[config.mk]
export PLATFORM = sky130hd
export DESIGN_NAME = stair_light_sequencer_core
export DESIGN_NICKNAME = d
export VERILOG_FILES = /design/src/rtl/slseq_pkg.sv /design/src/rtl/stair_light_sequencer_core.sv /design/src/rtl/slseq_cmd_buf.sv /design/src/rtl/slseq_ctrl.sv
export SDC_FILE = /design/constraint.sdc
export NUM_CORES = 1
export LEC_CHECK = 0
export BUFFER_PORTS_ARGS = -buffer_cell sky130_fd_sc_hd__buf_2
export CAP_MARGIN = 40
export CORE_MARGIN = 2
export CORE_UTILIZATION = 40
export DETAILED_ROUTE_END_ITERATION = 8
export PLACE_DENSITY_LB_ADDON = 0.3
export SETUP_SLACK_MARGIN = 0.4
export SLEW_MARGIN = 20
export SYNTH_ARGS = -nofsm -noshare
export SYNTH_HDL_FRONTEND = slang
export SYNTH_HIERARCHICAL = 1
export SYNTH_SLANG_ARGS = --single-unit
[constraint.sdc]
create_clock -name clock -period 17.5 [get_ports clock]
set_input_delay 3.5 -clock clock [delete_from_list [all_inputs] [get_ports clock]]
set_output_delay 3.5 -clock clock [all_outputs]
set_load 0.03 [all_outputs]
[src/rtl/slseq_pkg.sv]
// Shared types, constants and helper functions for the stair light sequencer.
package slseq_pkg;

   // Step array size, dim level offset and timing constants.
   localparam logic [4:0]  MAX_STEPS  = 5'd16;
   localparam logic [8:0]  DIM_OFFSET = 9'd60;
   localparam logic [15:0] FADE_TICKS = 16'd20;

   // Configuration register indexes.
   localparam logic [2:0] CSR_STEP_COUNT    = 3'd0;
   localparam logic [2:0] CSR_MIN_LEVEL     = 3'd1;
   localparam logic [2:0] CSR_MAX_LEVEL     = 3'd2;
   localparam logic [2:0] CSR_STEP_INTERVAL = 3'd3;
   localparam logic [2:0] CSR_HOLD_UP       = 3'd4;
   localparam logic [2:0] CSR_HOLD_DOWN     = 3'd5;
   localparam logic [2:0] CSR_ON_PATTERNS   = 3'd6;
   localparam logic [2:0] CSR_OFF_PATTERNS  = 3'd7;

   // On pattern codes.
   localparam logic [1:0] ON_CUMULATIVE = 2'd0;
   localparam logic [1:0] ON_CHASER     = 2'd1;
   localparam logic [1:0] ON_SWEEP      = 2'd2;
   localparam logic [1:0] ON_FADE       = 2'd3;

   // Off pattern codes.
   localparam logic [1:0] OFF_SEQ_OFF = 2'd0;
   localparam logic [1:0] OFF_SEQ_DIM = 2'd1;
   localparam logic [1:0] OFF_ALL_DIM = 2'd2;
   localparam logic [1:0] OFF_FADE    = 2'd3;

   // Sequence phases.
   typedef enum logic [1:0] {
      PH_IDLE,
      PH_ON,
      PH_HOLD,
      PH_OFF
   } phase_type;

   // Configuration register file.
   typedef struct packed {
      logic [4:0]  step_count;
      logic [7:0]  min_level;
      logic [7:0]  max_level;
      logic [15:0] step_interval_ms;
      logic [14:0] hold_up_ms;
      logic [14:0] hold_down_ms;
      logic [3:0]  on_patterns;
      logic [3:0]  off_patterns;
   } cfg_type;

   // Sensor levels carried by one tick.
   typedef struct packed {
      logic bottom_motion;
      logic top_motion;
      logic landing_motion;
      logic override_on;
   } sense_type;

   // One brightness command.
   typedef struct packed {
      logic       apply_all;
      logic [3:0] stair_index;
      logic [7:0] level;
      logic       last;
   } cmd_type;

   // Sequencer state.
   typedef struct packed {
      phase_type   phase;
      logic        going_up;
      logic [4:0]  position;
      logic [4:0]  sweep_count;
      logic [7:0]  fade_level;
      logic        fading_down;
      logic [15:0] wait_timer;
      logic        override_seen;
   } state_type;

   // Builds a command; a set-all command carries step index zero.
   function automatic cmd_type make_cmd(input logic all, input logic [3:0] idx,
                                        input logic [7:0] lvl);
      cmd_type c;
      c.apply_all   = all;
      c.stair_index = all ? 4'd0 : idx;
      c.level       = lvl;
      c.last        = 1'b0;
      return c;
   endfunction

   // Picks the up or down pattern field of a pattern register.
   function automatic logic [1:0] pick_pattern(input logic [3:0] pats, input logic up);
      return up ? pats[1:0] : pats[3:2];
   endfunction

endpackage

[src/rtl/stair_light_sequencer_core.sv]
// Top level of the stair light sequencer: tick input register, registers, buffer.
//
//   Port group  Direction  Carries
//   req_*       in         one tick: sensor levels and override switch
//   rsp_*       out        brightness commands, up to two per tick
//   csr_*       in         register writes, index 0 to 7
//
// A tick with at most one command is taken every cycle while rsp_tready is high;
// after a tick with two commands, the next waits until the command buffer, which
// hands out one command per cycle while rsp_tready is high, has drained. Reset is
// synchronous: the sequencer goes idle and the registers return to their defaults.
// A stalled result side holds the pending commands; one further tick waits in the input register.
module stair_light_sequencer_core
   import slseq_pkg::*;
(
   input  logic        clock,
   input  logic        reset,
   // Tick transaction.
   input  logic        req_tvalid,
   output logic        req_tready,
   input  logic [7:0]  req_tdata,   // bottom_motion, top_motion, landing_motion, override_on, zeros
   // Command transaction.
   output logic        rsp_tvalid,
   input  logic        rsp_tready,
   output logic [15:0] rsp_tdata,   // stair_index[3:0], level[11:4], zeros
   output logic        rsp_tuser,   // apply_all
   output logic        rsp_tlast,
   // Register writes.
   input  logic        csr_wr_en,
   input  logic [2:0]  csr_addr,
   input  logic [15:0] csr_wdata
);

   logic       in_valid_ff, in_valid_in;
   sense_type  in_sense_ff, in_sense_in;
   cfg_type    cfg_ff, cfg_in;
   logic       space, fire, push;
   logic [1:0] cmd_count;
   cmd_type    cmd0, cmd1, out_cmd;

   // The held tick is consumed when the buffer can take all its commands.
   assign fire       = in_valid_ff && space;
   assign push       = fire && (cmd_count != 2'd0);
   assign req_tready = !in_valid_ff || fire;

   // Input register.
   always_comb begin
      in_valid_in = in_valid_ff;
      in_sense_in = in_sense_ff;
      if (req_tready) begin
         in_valid_in = req_tvalid;
         in_sense_in.bottom_motion  = req_tdata[0];
         in_sense_in.top_motion     = req_tdata[1];
         in_sense_in.landing_motion = req_tdata[2];
         in_sense_in.override_on    = req_tdata[3];
      end
   end

   always_ff @(posedge clock) begin
      if (reset) begin
         in_valid_ff <= 1'b0;
      end else begin
         in_valid_ff <= in_valid_in;
      end
   end

   always_ff @(posedge clock) begin
      in_sense_ff <= in_sense_in;
   end

   // Register write decode.
   always_comb begin
      cfg_in = cfg_ff;
      if (csr_wr_en) begin
         unique case (csr_addr)
            CSR_STEP_COUNT:    cfg_in.step_count       = csr_wdata[4:0];
            CSR_MIN_LEVEL:     cfg_in.min_level        = csr_wdata[7:0];
            CSR_MAX_LEVEL:     cfg_in.max_level        = csr_wdata[7:0];
            CSR_STEP_INTERVAL: cfg_in.step_interval_ms = csr_wdata;
            CSR_HOLD_UP:       cfg_in.hold_up_ms       = csr_wdata[14:0];
            CSR_HOLD_DOWN:     cfg_in.hold_down_ms     = csr_wdata[14:0];
            CSR_ON_PATTERNS:   cfg_in.on_patterns      = csr_wdata[3:0];
            CSR_OFF_PATTERNS:  cfg_in.off_patterns     = csr_wdata[3:0];
            default:           cfg_in = cfg_ff;
         endcase
      end
   end

   always_ff @(posedge clock) begin
      if (reset) begin
         cfg_ff <= '{step_count: 5'd16, min_level: 8'd0, max_level: 8'd190,
                     step_interval_ms: 16'd400, hold_up_ms: 15'd10000,
                     hold_down_ms: 15'd5000, on_patterns: 4'd0, off_patterns: 4'd0};
      end else begin
         cfg_ff <= cfg_in;
      end
   end

   // Sequencer.
   slseq_ctrl u_ctrl (
      .clock     (clock),
      .reset     (reset),
      .fire      (fire),
      .sense     (in_sense_ff),
      .cfg       (cfg_ff),
      .cmd_count (cmd_count),
      .cmd0      (cmd0),
      .cmd1      (cmd1)
   );

   // Command buffer.
   slseq_cmd_buf u_buf (
      .clock      (clock),
      .reset      (reset),
      .push       (push),
      .push_count (cmd_count),
      .push_cmd0  (cmd0),
      .push_cmd1  (cmd1),
      .space      (space),
      .out_valid  (rsp_tvalid),
      .out_ready  (rsp_tready),
      .out_cmd    (out_cmd)
   );

   // Result channel packing.
   assign rsp_tdata = {4'd0, out_cmd.level, out_cmd.stair_index};
   assign rsp_tuser = out_cmd.apply_all;
   assign rsp_tlast = out_cmd.last;

endmodule

[src/rtl/slseq_cmd_buf.sv]
// Two-entry command buffer: drains a tick's commands one per cycle while out_ready is high.
module slseq_cmd_buf
   import slseq_pkg::*;
(
   input  logic       clock,
   input  logic       reset,
   input  logic       push,
   input  logic [1:0] push_count,
   input  cmd_type    push_cmd0,
   input  cmd_type    push_cmd1,
   output logic       space,
   output logic       out_valid,
   input  logic       out_ready,
   output cmd_type    out_cmd
);

   logic [1:0] count_ff, count_in;
   cmd_type    ent0_ff, ent0_in;
   cmd_type    ent1_ff, ent1_in;
   logic       pop;

   // Head of the buffer drives the result channel.
   assign out_valid = (count_ff != 2'd0);
   assign out_cmd   = ent0_ff;
   assign pop       = out_valid && out_ready;

   // Room for a whole tick once the buffer is empty after this cycle's pop.
   assign space = (count_ff == 2'd0) || ((count_ff == 2'd1) && pop);

   // Load both entries on a push, otherwise shift on a pop.
   always_comb begin
      count_in = count_ff;
      ent0_in  = ent0_ff;
      ent1_in  = ent1_ff;
      if (push) begin
         count_in = push_count;
         ent0_in  = push_cmd0;
         ent1_in  = push_cmd1;
      end else if (pop) begin
         count_in = count_ff - 2'd1;
         ent0_in  = ent1_ff;
      end
   end

   // Count register is control state; entries are payload.
   always_ff @(posedge clock) begin
      if (reset) begin
         count_ff <= 2'd0;
      end else begin
         count_ff <= count_in;
      end
   end

   always_ff @(posedge clock) begin
      ent0_ff <= ent0_in;
      ent1_ff <= ent1_in;
   end

`ifndef ASSERT_OFF
   a_count_range: assert property (@(posedge clock) disable iff (reset)
      count_ff != 2'd3) else $error("command buffer count out of range");
   a_pair_head_not_last: assert property (@(posedge clock) disable iff (reset)
      (count_ff == 2'd2) |-> (!ent0_ff.last && ent1_ff.last))
      else $error("pair of commands has a misplaced last flag");
   a_push_needs_space: assert property (@(posedge clock) disable iff (reset)
      push |-> space) else $error("command push without room");
`endif

endmodule

[src/rtl/slseq_ctrl.sv]
// Sequencer state register and the per-tick next-state and command logic.
module slseq_ctrl
   import slseq_pkg::*;
(
   input  logic       clock,
   input  logic       reset,
   input  logic       fire,
   input  sense_type  sense,
   input  cfg_type    cfg,
   output logic [1:0] cmd_count,
   output cmd_type    cmd0,
   output cmd_type    cmd1
);

   state_type   state_ff, state_in;
   logic [4:0]  n_steps;
   logic [8:0]  dim_sum;
   logic [7:0]  dim_level;
   logic [15:0] interval;
   logic [15:0] timer_dec;
   cmd_type     emits [2];
   logic [1:0]  ecount;
   logic        run_on, run_off, run_hold, ok;
   logic [1:0]  pat;
   logic [14:0] hold_t;
   logic [4:0]  idx_diff;
   logic [3:0]  idx;

   // Live register values with their clamps applied.
   assign n_steps   = (cfg.step_count == 5'd0) ? 5'd1 :
                      (cfg.step_count > MAX_STEPS) ? MAX_STEPS : cfg.step_count;
   assign dim_sum   = {1'b0, cfg.min_level} + DIM_OFFSET;
   assign dim_level = dim_sum[8] ? 8'hFF : dim_sum[7:0];
   assign interval  = (cfg.step_interval_ms == 16'd0) ? 16'd1 : cfg.step_interval_ms;
   assign timer_dec = (state_ff.wait_timer != 16'd0) ? state_ff.wait_timer - 16'd1
                                                     : state_ff.wait_timer;

   // One tick of the sequencer: phase action, then on, hold and off steps.
   always_comb begin
      state_in  = state_ff;
      emits[0]  = '0;
      emits[1]  = '0;
      ecount    = 2'd0;
      run_on    = 1'b0;
      run_off   = 1'b0;
      run_hold  = 1'b0;
      ok        = 1'b0;
      pat       = 2'd0;
      hold_t    = 15'd0;
      idx_diff  = 5'd0;
      idx       = 4'd0;

      unique case (state_ff.phase)
         PH_IDLE: begin
            if (sense.override_on) begin
               state_in.override_seen = 1'b1;
               emits[ecount[0]] = make_cmd(1'b1, 4'd0, cfg.max_level);
               ecount = ecount + 2'd1;
            end else if (state_ff.override_seen) begin
               state_in.override_seen = 1'b0;
               emits[ecount[0]] = make_cmd(1'b1, 4'd0, cfg.min_level);
               ecount = ecount + 2'd1;
            end else if (sense.bottom_motion || sense.top_motion) begin
               state_in.going_up    = sense.bottom_motion;
               state_in.phase       = PH_ON;
               state_in.position    = 5'd0;
               state_in.sweep_count = 5'd0;
               state_in.fade_level  = cfg.min_level;
               state_in.fading_down = 1'b0;
               run_on = 1'b1;
            end
         end
         PH_ON: begin
            state_in.wait_timer = timer_dec;
            if (timer_dec == 16'd0) begin
               pat = pick_pattern(cfg.on_patterns, state_ff.going_up);
               if (pat == ON_FADE) begin
                  state_in.fade_level = state_ff.fade_level + 8'd1;
               end else begin
                  state_in.position = state_ff.position + 5'd1;
                  if (pat == ON_SWEEP && state_in.position >= n_steps) begin
                     state_in.position    = 5'd0;
                     state_in.sweep_count = state_ff.sweep_count + 5'd1;
                  end
               end
               run_on = 1'b1;
            end
         end
         PH_HOLD: begin
            state_in.wait_timer = timer_dec;
            if (timer_dec == 16'd0) begin
               if (sense.bottom_motion || sense.top_motion || sense.landing_motion) begin
                  run_hold = 1'b1;
               end else begin
                  state_in.phase       = PH_OFF;
                  state_in.position    = 5'd0;
                  state_in.sweep_count = 5'd0;
                  state_in.fade_level  = cfg.min_level;
                  state_in.fading_down = 1'b0;
                  run_off = 1'b1;
               end
            end
         end
         PH_OFF: begin
            state_in.wait_timer = timer_dec;
            if (timer_dec == 16'd0) begin
               pat = pick_pattern(cfg.off_patterns, state_ff.going_up);
               if (pat == OFF_FADE) begin
                  if (state_ff.fading_down) begin
                     if (state_ff.fade_level != 8'd0) begin
                        state_in.fade_level = state_ff.fade_level - 8'd1;
                     end
                  end else begin
                     state_in.fade_level = state_ff.fade_level + 8'd1;
                  end
               end else begin
                  state_in.position = state_ff.position + 5'd1;
               end
               run_off = 1'b1;
            end
         end
         default: begin
            state_in.phase = PH_IDLE;
         end
      endcase

      // Step index addressed at the current position.
      idx_diff = n_steps - 5'd1 - state_in.position;
      idx      = state_in.going_up ? state_in.position[3:0] : idx_diff[3:0];

      // On action; an exhausted on pattern moves to the hold.
      if (run_on) begin
         pat = pick_pattern(cfg.on_patterns, state_in.going_up);
         if (pat == ON_FADE) begin
            if (state_in.fade_level < cfg.max_level) begin
               emits[ecount[0]] = make_cmd(1'b1, 4'd0, state_in.fade_level);
               ecount = ecount + 2'd1;
               state_in.wait_timer = FADE_TICKS;
               ok = 1'b1;
            end
         end else if (state_in.position < n_steps &&
                      !(pat == ON_SWEEP && state_in.sweep_count >= n_steps)) begin
            if (pat != ON_CUMULATIVE) begin
               emits[ecount[0]] = make_cmd(1'b1, 4'd0, dim_level);
               ecount = ecount + 2'd1;
            end
            emits[ecount[0]] = make_cmd(1'b0, idx, cfg.max_level);
            ecount = ecount + 2'd1;
            state_in.wait_timer = interval;
            ok = 1'b1;
         end
         if (!ok) begin
            run_hold = 1'b1;
         end
      end

      // Hold entry or renewal.
      if (run_hold) begin
         hold_t = state_in.going_up ? cfg.hold_up_ms : cfg.hold_down_ms;
         state_in.phase      = PH_HOLD;
         state_in.wait_timer = (hold_t == 15'd0) ? 16'd1 : {1'b0, hold_t};
      end

      // Off action; an exhausted off pattern finishes with all steps at min.
      if (run_off) begin
         pat = pick_pattern(cfg.off_patterns, state_in.going_up);
         case (pat)
            OFF_ALL_DIM: begin
               emits[ecount[0]] = make_cmd(1'b1, 4'd0, dim_level);
               ecount = ecount + 2'd1;
            end
            OFF_FADE: begin
               if (!state_in.fading_down) begin
                  if (state_in.fade_level < cfg.max_level) begin
                     emits[ecount[0]] = make_cmd(1'b1, 4'd0, state_in.fade_level);
                     ecount = ecount + 2'd1;
                     state_in.wait_timer = FADE_TICKS;
                     ok = 1'b1;
                  end else begin
                     state_in.fading_down = 1'b1;
                     state_in.fade_level  = cfg.max_level;
                  end
               end
               if (!ok && state_in.fade_level > cfg.min_level) begin
                  emits[ecount[0]] = make_cmd(1'b1, 4'd0, state_in.fade_level);
                  ecount = ecount + 2'd1;
                  state_in.wait_timer = FADE_TICKS;
                  ok = 1'b1;
               end
            end
            default: begin
               if (state_in.position < n_steps) begin
                  emits[ecount[0]] = make_cmd(1'b0, idx,
                                              (pat == OFF_SEQ_OFF) ? 8'd0 : dim_level);
                  ecount = ecount + 2'd1;
                  state_in.wait_timer = interval;
                  ok = 1'b1;
               end
            end
         endcase
         if (!ok) begin
            emits[ecount[0]] = make_cmd(1'b1, 4'd0, cfg.min_level);
            ecount = ecount + 2'd1;
            state_in.phase      = PH_IDLE;
            state_in.wait_timer = 16'd0;
         end
      end
   end

   // Mark the final command of the tick.
   always_comb begin
      cmd_count = ecount;
      cmd0      = emits[0];
      cmd1      = emits[1];
      cmd0.last = (ecount == 2'd1);
      cmd1.last = 1'b1;
   end

   // State advances once per consumed tick.
   always_ff @(posedge clock) begin
      if (reset) begin
         state_ff <= '{phase: PH_IDLE, default: '0};
      end else if (fire) begin
         state_ff <= state_in;
      end
   end

`ifndef ASSERT_OFF
   a_idle_timer_clear: assert property (@(posedge clock) disable iff (reset)
      (state_ff.phase == PH_IDLE) |-> (state_ff.wait_timer == 16'd0))
      else $error("wait timer running while idle");
   a_position_bound: assert property (@(posedge clock) disable iff (reset)
      (state_ff.position <= MAX_STEPS) && (state_ff.sweep_count <= MAX_STEPS))
      else $error("step cursor beyond the step array");
   a_active_timer_set: assert property (@(posedge clock) disable iff (reset)
      (fire && state_in.phase != PH_IDLE && state_ff.phase != PH_IDLE) |=>
      (state_ff.wait_timer != 16'd0))
      else $error("active phase left with an expired timer");
`endif

endmodule
## Word level (Yosys, flattened, before mapping)

Index checks and enable logic that the tools add are counted.

| word-level totals | value |
|---|---|
| register bits | 148 |
| latch bits | 0 |
| bits in writable memories | 0 |
| memory bits (read-only) | 0 |
| bits of input ports | 32 |
| word-level logic and storage cells | 274 |
| memories | 0 |

| operators by class | value |
|---|---|
| add/subtract/negate cells | 14 |
| $mul | 0 |
| div/mod/pow operators | 0 |
| $lt $le $gt $ge | 16 |
| eq/ne operators | 19 |
| shift-type cells | 0 |
| multiplexer cells | 147 |
| bitwise logic cells | 5 |
| reduce and logical (&&, ||, !) cells | 44 |

Operators by type and width:

| operator | count |
|---|---|
| $mux W28 | 17 |
| $bwmux W28 | 8 |
| $mux W16 | 12 |
| $mux W14 | 10 |
| $mux W25 | 4 |
| $demux W14 S1 | 5 |
| $mux W22 | 3 |
| $mux W2 | 30 |
| $mux W8 | 7 |
| $pmux W28 S2 | 1 |
| $mux W19 | 2 |
| $logic_not A16 Y1 | 2 |
| $pmux W16 S2 | 1 |
| $pmux W8 S4 | 1 |
| $mux W15 | 2 |
| $mux W1 | 26 |
| $mux W10 | 2 |
| $mux W5 | 4 |
| $pmux W5 S4 | 1 |
| $eq A2 B2 Y1 const B | 9 |
| $mux W18 | 1 |
| $mux W9 | 2 |
| $reduce_and A2 Y1 | 9 |
| $reduce_bool A16 Y1 | 1 |
| 35 further kinds | 85 |

## Longest topological paths before layout

Gate-level depths: netlist of the first run.

| logic depth | value |
|---|---|
| depth in word-level cells | 38 |
| depth in mapped cells | 40 |
| mapped depth without buffers | 37 |

## Cells and area by module

The synthesis of the first run kept the hierarchy.

Modules (own cells, without submodules):

| module | instances | cells each | area an instance (um^2) |
|---|---|---|---|
| slseq_ctrl | 1 | 1059 | 7099.3 |
| stair_light_sequencer_core | 1 | 303 | 3244.4 |
| slseq_cmd_buf | 1 | 63 | 1207.4 |

## Worst setup path before layout of the first run

Ideal clock, no wire load.

| timing path | value |
|---|---|
| kind | flip-flop to flip-flop |
| start point | register u_ctrl/state_ff[1] (netlist name) |
| end point | register u_buf.ent0_ff, in the netlist u_buf/out_cmd[0] (enable) |
| library setup time | 363 ps |
| arrival | 7646 ps |
| required time | 17137 ps |
| slack | 9492 ps |
| stages on the path, launching flop included | 39 |
| period minus slack after synthesis | 8008 ps |
| path through | dfxtp_1 -> inv_1 -> ha_1 -> nor4b_4 -> nand4_2 -> mux2_2 -> nor4_1 -> nand3_1 -> o21ai_0 -> a21oi_1 -> a211oi_1 -> ha_1 -> a21o_1 -> a21oi_1 -> o22ai_1 -> nor2_1 -> and3_1 -> o211ai_1 -> [... 3 more ...] -> mux2_2 -> ha_1 -> nor2b_1 -> o21ai_0 -> nand2b_1 -> a21oi_1 -> o21ai_0 -> o21a_1 -> o211ai_4 -> a31oi_4 -> xnor2_1 -> nor3_2 -> buf_4 -> a21o_1 -> o21a_1 -> buf_6 -> buf_6 -> or2_1 |

| on the way | value |
|---|---|
| longest elaborated chain between the ends | 28 |
| elaborated cells between the ends (all ways) | 62 |

Ends and longest elaborated chain:

| item | RTL line | RTL |
|---|---|---|
| start, declared | slseq_ctrl.sv:15 | `state_type state_ff, state_in;` |
| start signal, assigned | slseq_ctrl.sv:224 | `state_ff <= state_in;` |
| $sub A16 B1 Y16 / $reduce_bool A16 Y1 (equally long branches) | slseq_ctrl.sv:35 | `assign timer_dec = (state_ff.wait_timer != 16'd0) ? state_ff.wait_timer - 16'd1` |
| $mux W16 * | slseq_ctrl.sv:35 |  |
| $logic_not A16 Y1 * | slseq_ctrl.sv:75, slseq_ctrl.sv:91, slseq_ctrl.sv:106 |  |
| branches (longest 21 deep; another with $ge A5 B5 Y1) | - |  |
| $mux W2 * | slseq_ctrl.sv:165 | `if (run_off) begin` |
| net cmd_count[1] | stair_light_sequencer_core.sv:38 | `logic [1:0] cmd_count;` |
| $reduce_bool A2 Y1 * | stair_light_sequencer_core.sv:43 | `assign push = fire && (cmd_count != 2'd0);` |
| $logic_and A1 B1 Y1 * | stair_light_sequencer_core.sv:43 |  |
| net push | stair_light_sequencer_core.sv:37 | `logic space, fire, push;` |
| $reduce_bool A2 Y1 (no line) * | - |  |
| end signal, assigned | slseq_cmd_buf.sv:55 | `ent0_ff <= ent0_in;` |
| end, declared | slseq_cmd_buf.sv:18 | `cmd_type ent0_ff, ent0_in;` |

Mark *: on every way through the listed nets, which the timed path passes. The select of a mux whose other input is x is not followed.
A chain may end at the register's enable or synchronous reset.

## Final worst setup path of the first run

| timing path | value |
|---|---|
| start point | register u_ctrl/state_ff[1] (netlist name) |
| end point | register u_buf.ent0_ff, in the netlist u_buf/out_cmd[13] (enable) |

Same word-level chain as after synthesis.

==> flow_metrics.env, run 1 <==
export IMPL_cpLargestDelayFamily="compound AO/OA/AOI/OAI gates"
export IMPL_cts_sinks=149
export IMPL_final_cells=1807
export IMPL_timing_critical_path_fanout_max=31
export IMPL_mappedNetlistArea_um2=11600
export IMPL_wire_length_of_the_first_global_routing_pass_um=58700
export IMPL_cts_repair_resized=0
export IMPL_grt_max_degree=81
export IMPL_avgViaCountPerCell=5.96
export IMPL_seq_area_frac_synth_pct=28.6
export IMPL_layout_common_cells="nor2_1, nand2_1, dfxtp_1, mux2i_1, a21oi_1"
export IMPL_clock_latency_ns=0.45
export IMPL_n_fill_cell=2944
export IMPL_floorplan_die_area_um2=30300
export IMPL_number_of_flops_mapped_to_enable_cells_by_yosys=32
export IMPL_synth_distinct_cells=94
export IMPL_design_core_area_um2=28500
export IMPL_synthDominantAreaCellType="dfxtp_1"
export IMPL_hold_violations=0
export IMPL_count_of_pins_on_the_block_boundary=52
export IMPL_sequential_cell_area_um2=3300
export IMPL_hold_ws_ns=0.487
export IMPL_final_core_util_pct=44.0
export IMPL_wirelength_um=37500
export IMPL_portBuffers=43
export IMPL_final_nets=1488
export IMPL_floorplan_die_height_um=174
export IMPL_period_utilization_post_route_pct=57.2
export IMPL_post_dp_hpwl_um=28100
export IMPL_setup_worst_path_class="reg2reg"
export IMPL_cts_reportedPaths_clkPinSlew_ns=0.08
export IMPL_multi_input_comb_area_um2=7560
export IMPL_yosysWarnings=6
export IMPL_timing_fmax_mhz=100
export IMPL_numCtsBuffers=17
export IMPL_ys_top_cells_by_area="dfxtp_1, mux2i_1, edfxtp_1"
export IMPL_tritoncts="yes"
export IMPL_number_of_global_route_vias_before_repair=10300
export IMPL_drt_initial_drc_count=1283
export IMPL_worstSetupEndpointType="flip-flop"
export IMPL_cellLeakagePower_nw=5.07
export IMPL_ys_seq_elements=149
export IMPL_drc=0
export IMPL_layout_commonest_cell="nor2_1"
export IMPL_grt_remaining_overflow=0
export IMPL_finalSetupTns_ns=0
export IMPL_grt_antenna_before_repair=0
export IMPL_ctsHoldBuffers=0
export IMPL_period_minus_slack_ns=10.00
export IMPL_max_slew_worst_pin_slew_ns=0.859
export IMPL_powerDensity_nw_per_um2=121
export IMPL_max_cap_viol_count=0
export IMPL_timing_critical_path_required_ns=17.56
export IMPL_drt_wirelength_per_cell_um=20.7
export IMPL_placed_cells_incl_taps=1773
export IMPL_antenna_left=0
export IMPL_drive_above_1_share_pct=11.2
export IMPL_post_place_ws_ns=7.76
export IMPL_worstPathBufferInverterCount=5
export IMPL_fin_skew_ns=0.0183
export IMPL_worst_hold_path_type="reg2reg"
export IMPL_start_util_pct=40.5
export IMPL_outcome="complete, no violations"
export IMPL_timing_critical_path_slowest_stage_cell="nor3_2"
export IMPL_syn_instance_count=1425
export IMPL_cts_path_max_buffers=2
export IMPL_ys_dominant_reg_cell="dfxtp_1"
export IMPL_netlist_area_leader_share_pct=20.3
export IMPL_post_route_worst_setup_slack_ns=7.50
export IMPL_dr_total_vias=10800
export IMPL_area_growth_synth_to_final_pct=8.81
export IMPL_dpl_instance_area_um2=11900
export IMPL_rsz_0062_raised_after_global_routing="no"
export IMPL_vdd_drop_max_mv=0.0564
export IMPL_critical_path_arrival_ns=10.07
export IMPL_finalSetupViolCount=0
export IMPL_design_power_total_mw=1.52
export IMPL_post_cts_setup_driven_buffer_insertion_count=0
export IMPL_kind_of_start_point_of_the_critical_path="flip-flop"
export IMPL_drtPass1Iterations=5
export IMPL_dieWidth_um=174
export IMPL_cts_root_buf="clkbuf_16"
export IMPL_asyncSetResetFlopFracSynth_pct=0
export IMPL_place_congestion=0.967
export IMPL_post_synthesis_average_cell_area_um2=8.11
export IMPL_grt_overall_usage_pct=24.7
export IMPL_stdcell_area_um2=12600
export IMPL_final_max_slew_violation_count=0
export IMPL_cts_max_level=4
export IMPL_max_slew_margin_pct=42.5
export IMPL_timing_critical_path_slowest_cell_delay_ns=0.62
export IMPL_count_of_standard_cell_rows=62
export IMPL_antenna_diode_count=0
final cells by class:
| class | instances | share of cell area, % |
|---|---|---|
| clock inverters | 15 | 1.58 |
| repair buffers | 66 | 3.15 |
| multi-input cells | 1122 | 60.1 |
| inverters | 54 | 1.63 |
| well taps | 384 | 3.82 |
| clock buffers | 17 | 3.38 |
| flip-flops and latches | 149 | 26.3 |
path summary, 6_finish.rpt:
| check | slack [ns] | end | startpoint | cells after the start |
|---|---|---|---|---|
| max reg2reg | 7.50 | u_buf/out_cmd[13] | u_ctrl/state_ff[1] | 35 |
| min | 0.49 | cfg_ff[38] | cfg_ff[38] | 2 |
| min reg2reg | 0.49 | cfg_ff[38] | cfg_ff[38] | 2 |
| max | 7.50 | u_buf/out_cmd[13] | u_ctrl/state_ff[1] | 35 |
power breakdown:
group | switching (mW) | leakage (nW) | total (mW) | internal, mW
clock | 0.193 | 0.300 | 0.389 | 0.196
combinational | 0.442 | 3.51 | 0.686 | 0.244
sequential | 0.0449 | 1.26 | 0.446 | 0.401
total | 0.680 | 5.07 | 1.52 | 0.841
cell families after synthesis:
logic type	synth area share [%]
buf+inv	6.06
mux	12.9
fa+ha+maj	5.05
compound gates	21.1
other cells	0.0650
flops	28.6
xor+xnor	1.90
simple gates	24.3
state kept, by name, summed over array words and instances, names as in the netlist:
register,flops
cfg_ff,75
u_ctrl/state_ff,39
u_buf/ent1_ff,14
u_buf/out_cmd,14
in_sense_ff,4
u_buf/count_ff,2
in_valid_ff,1
synth_stat cells (10+ instances only):
master,instances
a22oi_1,22
buf_2,20
ha_1,45
nor3_1,40
mux2_2,17
nand2b_1,81
nand3_1,29
a21oi_1,83
o21ai_0,67
a21o_1,15
xnor2_1,18
o21ai_1,16
inv_1,52
dfxtp_1,117
o211ai_1,17
nor2_1,152
or2_2,10
nand4_1,15
edfxtp_1,32
clkbuf_1,64
a211oi_1,20
o31ai_1,12
a22o_1,12
mux2i_1,111
or3_1,12
nor4_1,18
nand2_1,120
buf_4,10
worst register-to-register path, delay by kind of cell, from the launching register on:
| kind | cells | cell delay, ns |
|---|---|---|
| simple gates | 9 | 3.08 |
| compound gates | 16 | 3.45 |
| mux | 1 | 0.61 |
| flops | 1 | 0.35 |
| fa+ha+maj | 3 | 0.91 |
| buf+inv | 5 | 1.09 |
| xor+xnor | 1 | 0.14 |
metal layers:
| layer | GRT usage [%] | routed length [µm] | up-vias | part of all wire [%] |
|---|---|---|---|---|
| met1 | 33.9 | 16800 | 5064 | 45 |
| met3 | 5.88 | 3130 | 74 | 8.3 |
| met4 | 9.49 | 1280 | 0 | 3.4 |
| li1 | - | - | 5173 | - |
| met5 | 0 | 0 | - | 0 |
| met2 | 37.5 | 16300 | 453 | 44 |
No activity file was read; power rests on OpenSTA's default activity.
==> run 2: changes to the inputs <==
==> constraint.sdc (replaced) <==
create_clock -name clock -period 8.3 [get_ports clock]
set_input_delay 1.66 -clock clock [delete_from_list [all_inputs] [get_ports clock]]
set_output_delay 1.66 -clock clock [all_outputs]
set_load 0.03 [all_outputs]
==> flow_metrics.env, run 2 (synthesis results as in run 1) <==
export IMPL_timing_critical_path_fanout_max=8
export IMPL_n_fill_cell=2868
export IMPL_antenna_left=0
export IMPL_finalSetupViolCount=0
export IMPL_post_route_worst_setup_slack_ns=0.700
export IMPL_cts_max_level=4
export IMPL_sequential_cell_area_um2=3300
export IMPL_rsz_0062_raised_after_global_routing="no"
export IMPL_kind_of_start_point_of_the_critical_path="flip-flop"
export IMPL_period_utilization_post_route_pct=91.6
export IMPL_crit_path_frequent_cell="mux2_4"
export IMPL_avgViaCountPerCell=6.06
export IMPL_start_util_pct=40.5
export IMPL_fin_skew_ns=0.0149
export IMPL_grt_overall_usage_pct=25.5
export IMPL_drtPass1Iterations=6
export IMPL_setup_worst_path_class="reg2reg"
export IMPL_count_of_pins_on_the_block_boundary=52
export IMPL_tritoncts="yes"
export IMPL_dieWidth_um=174
export IMPL_finalSetupTns_ns=0
export IMPL_wirelength_um=39700
export IMPL_post_place_ws_ns=0.140
export IMPL_timing_critical_path_slowest_stage_cell="or4_4"
export IMPL_portBuffers=43
export IMPL_layout_commonest_cell="nor2_1"
export IMPL_design_power_total_mw=3.42
export IMPL_drive_above_1_share_pct=15.2
export IMPL_drt_initial_drc_count=1230
export IMPL_post_dp_hpwl_um=29100
export IMPL_grt_remaining_overflow=0
export IMPL_worst_hold_path_type="reg2reg"
export IMPL_grt_max_degree=68
export IMPL_timing_critical_path_slowest_cell_delay_ns=0.59
export IMPL_numCtsBuffers=17
export IMPL_hold_violations=0
export IMPL_max_cap_viol_count=0
export IMPL_worstSetupEndpointType="flip-flop"
export IMPL_cts_reportedPaths_clkPinSlew_ns=0.08
export IMPL_max_slew_worst_pin_slew_ns=0.808
export IMPL_critical_path_arrival_ns=7.78
export IMPL_cts_sinks=149
export IMPL_final_max_slew_violation_count=0
export IMPL_powerDensity_nw_per_um2=261
export IMPL_max_slew_margin_pct=45.6
export IMPL_cts_path_max_buffers=2
export IMPL_place_congestion=1.03
export IMPL_floorplan_die_area_um2=30300
export IMPL_max_flop_register="cfg_ff"
export IMPL_dr_total_vias=11200
export IMPL_largest_register_ffs=75
export IMPL_layout_common_cells="nor2_1, nand2_1, dfxtp_1, mux2i_1, a21oi_1"
export IMPL_multi_input_comb_area_um2=7700
export IMPL_vdd_drop_max_mv=0.149
export IMPL_timing_fmax_mhz=132
export IMPL_grt_antenna_before_repair=0
export IMPL_area_growth_synth_to_final_pct=13.4
export IMPL_timing_critical_path_required_ns=8.48
export IMPL_final_nets=1533
export IMPL_largestRegisters="cfg_ff: 75 flops, u_ctrl/state_ff: 39 flops"
export IMPL_outcome="complete, no violations"
export IMPL_cts_root_buf="clkbuf_16"
export IMPL_final_core_util_pct=45.9
export IMPL_clock_latency_ns=0.44
export IMPL_floorplan_die_height_um=174
export IMPL_drt_wirelength_per_cell_um=21.5
export IMPL_number_of_global_route_vias_before_repair=10200
export IMPL_period_minus_slack_ns=7.60
export IMPL_drc=0
export IMPL_antenna_diode_count=0
export IMPL_cellLeakagePower_nw=5.34
export IMPL_count_of_standard_cell_rows=62
export IMPL_wire_length_of_the_first_global_routing_pass_um=60200
export IMPL_design_core_area_um2=28500
[run 2: changes by cell type in the layout (fill, tap and decap cells not counted), sizes merged]
cell | before | now
clkinv | 9 | 8
inv | 60 | 61
buf | 66 | 109
clkbuf | 17 | 19
[run 2: path summary, 6_finish.rpt]
check	startpoint	end	slack, ns	cells past startpoint
worst max-delay path	u_ctrl/state_ff[1]	u_buf/out_cmd[6]	0.70	33
worst min-delay path	cfg_ff[38]	cfg_ff[38]	0.48	2
worst max register to register	u_ctrl/state_ff[1]	u_buf/out_cmd[6]	0.70	33
worst min register to register	cfg_ff[38]	cfg_ff[38]	0.48	2
[run 2: through the flow]
stage / hold WS (ns) / std cells / area [µm²]
after CTS: 0.483 / 1837 / 12800
after global routing: 0.510 / 1852 / 13100
after detailed placement: 0.469 / 1805 / 12200
final: 0.481 / 1852 / 13100
after global placement: 0.461 / 1800 / 12100
after floorplan: 0.449 / 1428 / 11600
[run 2: layout make-up]
type                            instances  share of cell area (%)
Inverter                               54                    1.57
Clock inverter                         15                    1.52
Tap cell                              384                    3.67
Timing Repair Buffer                  111                    6.05
Sequential cell                       149                    25.2
Multi-Input combinational cell       1122                    58.7
Clock buffer                           17                    3.25
[run 2: routing by layer]
layer | wire, µm | vias up | global-route usage, % | part of all wire (%)
met4 | 1210 | 0 | 8.26 | 3.0
met3 | 3280 | 75 | 5.05 | 8.3
met5 | 0 | - | 0 | 0
met1 | 18000 | 5348 | 35.8 | 45
met2 | 17200 | 545 | 39.1 | 43
li1 | - | 5249 | - | -
[run 2: what timing repair did]
item | 4_1_cts | 5_1_grt
hold buffers | 0 | 0
pin swaps | 1 | 6
setup endpoints to repair | 28 | 62
resized for setup | 4 | 26
setup buffers | 0 | 13
cloned | 0 | 2
[run 2: critical path, delay by kind of cell, from the launching register on]
kind,cells,cell delay [ns]
compound gates,13,2.21
fa+ha+maj,3,0.75
buf+inv,3,0.45
flops,1,0.35
mux,4,1.41
simple gates,10,2.17
[run 2: power breakdown]
group          switching, mW  internal, mW
Combinational           1.03         0.644
Sequential            0.0721         0.845
Clock                  0.411         0.415
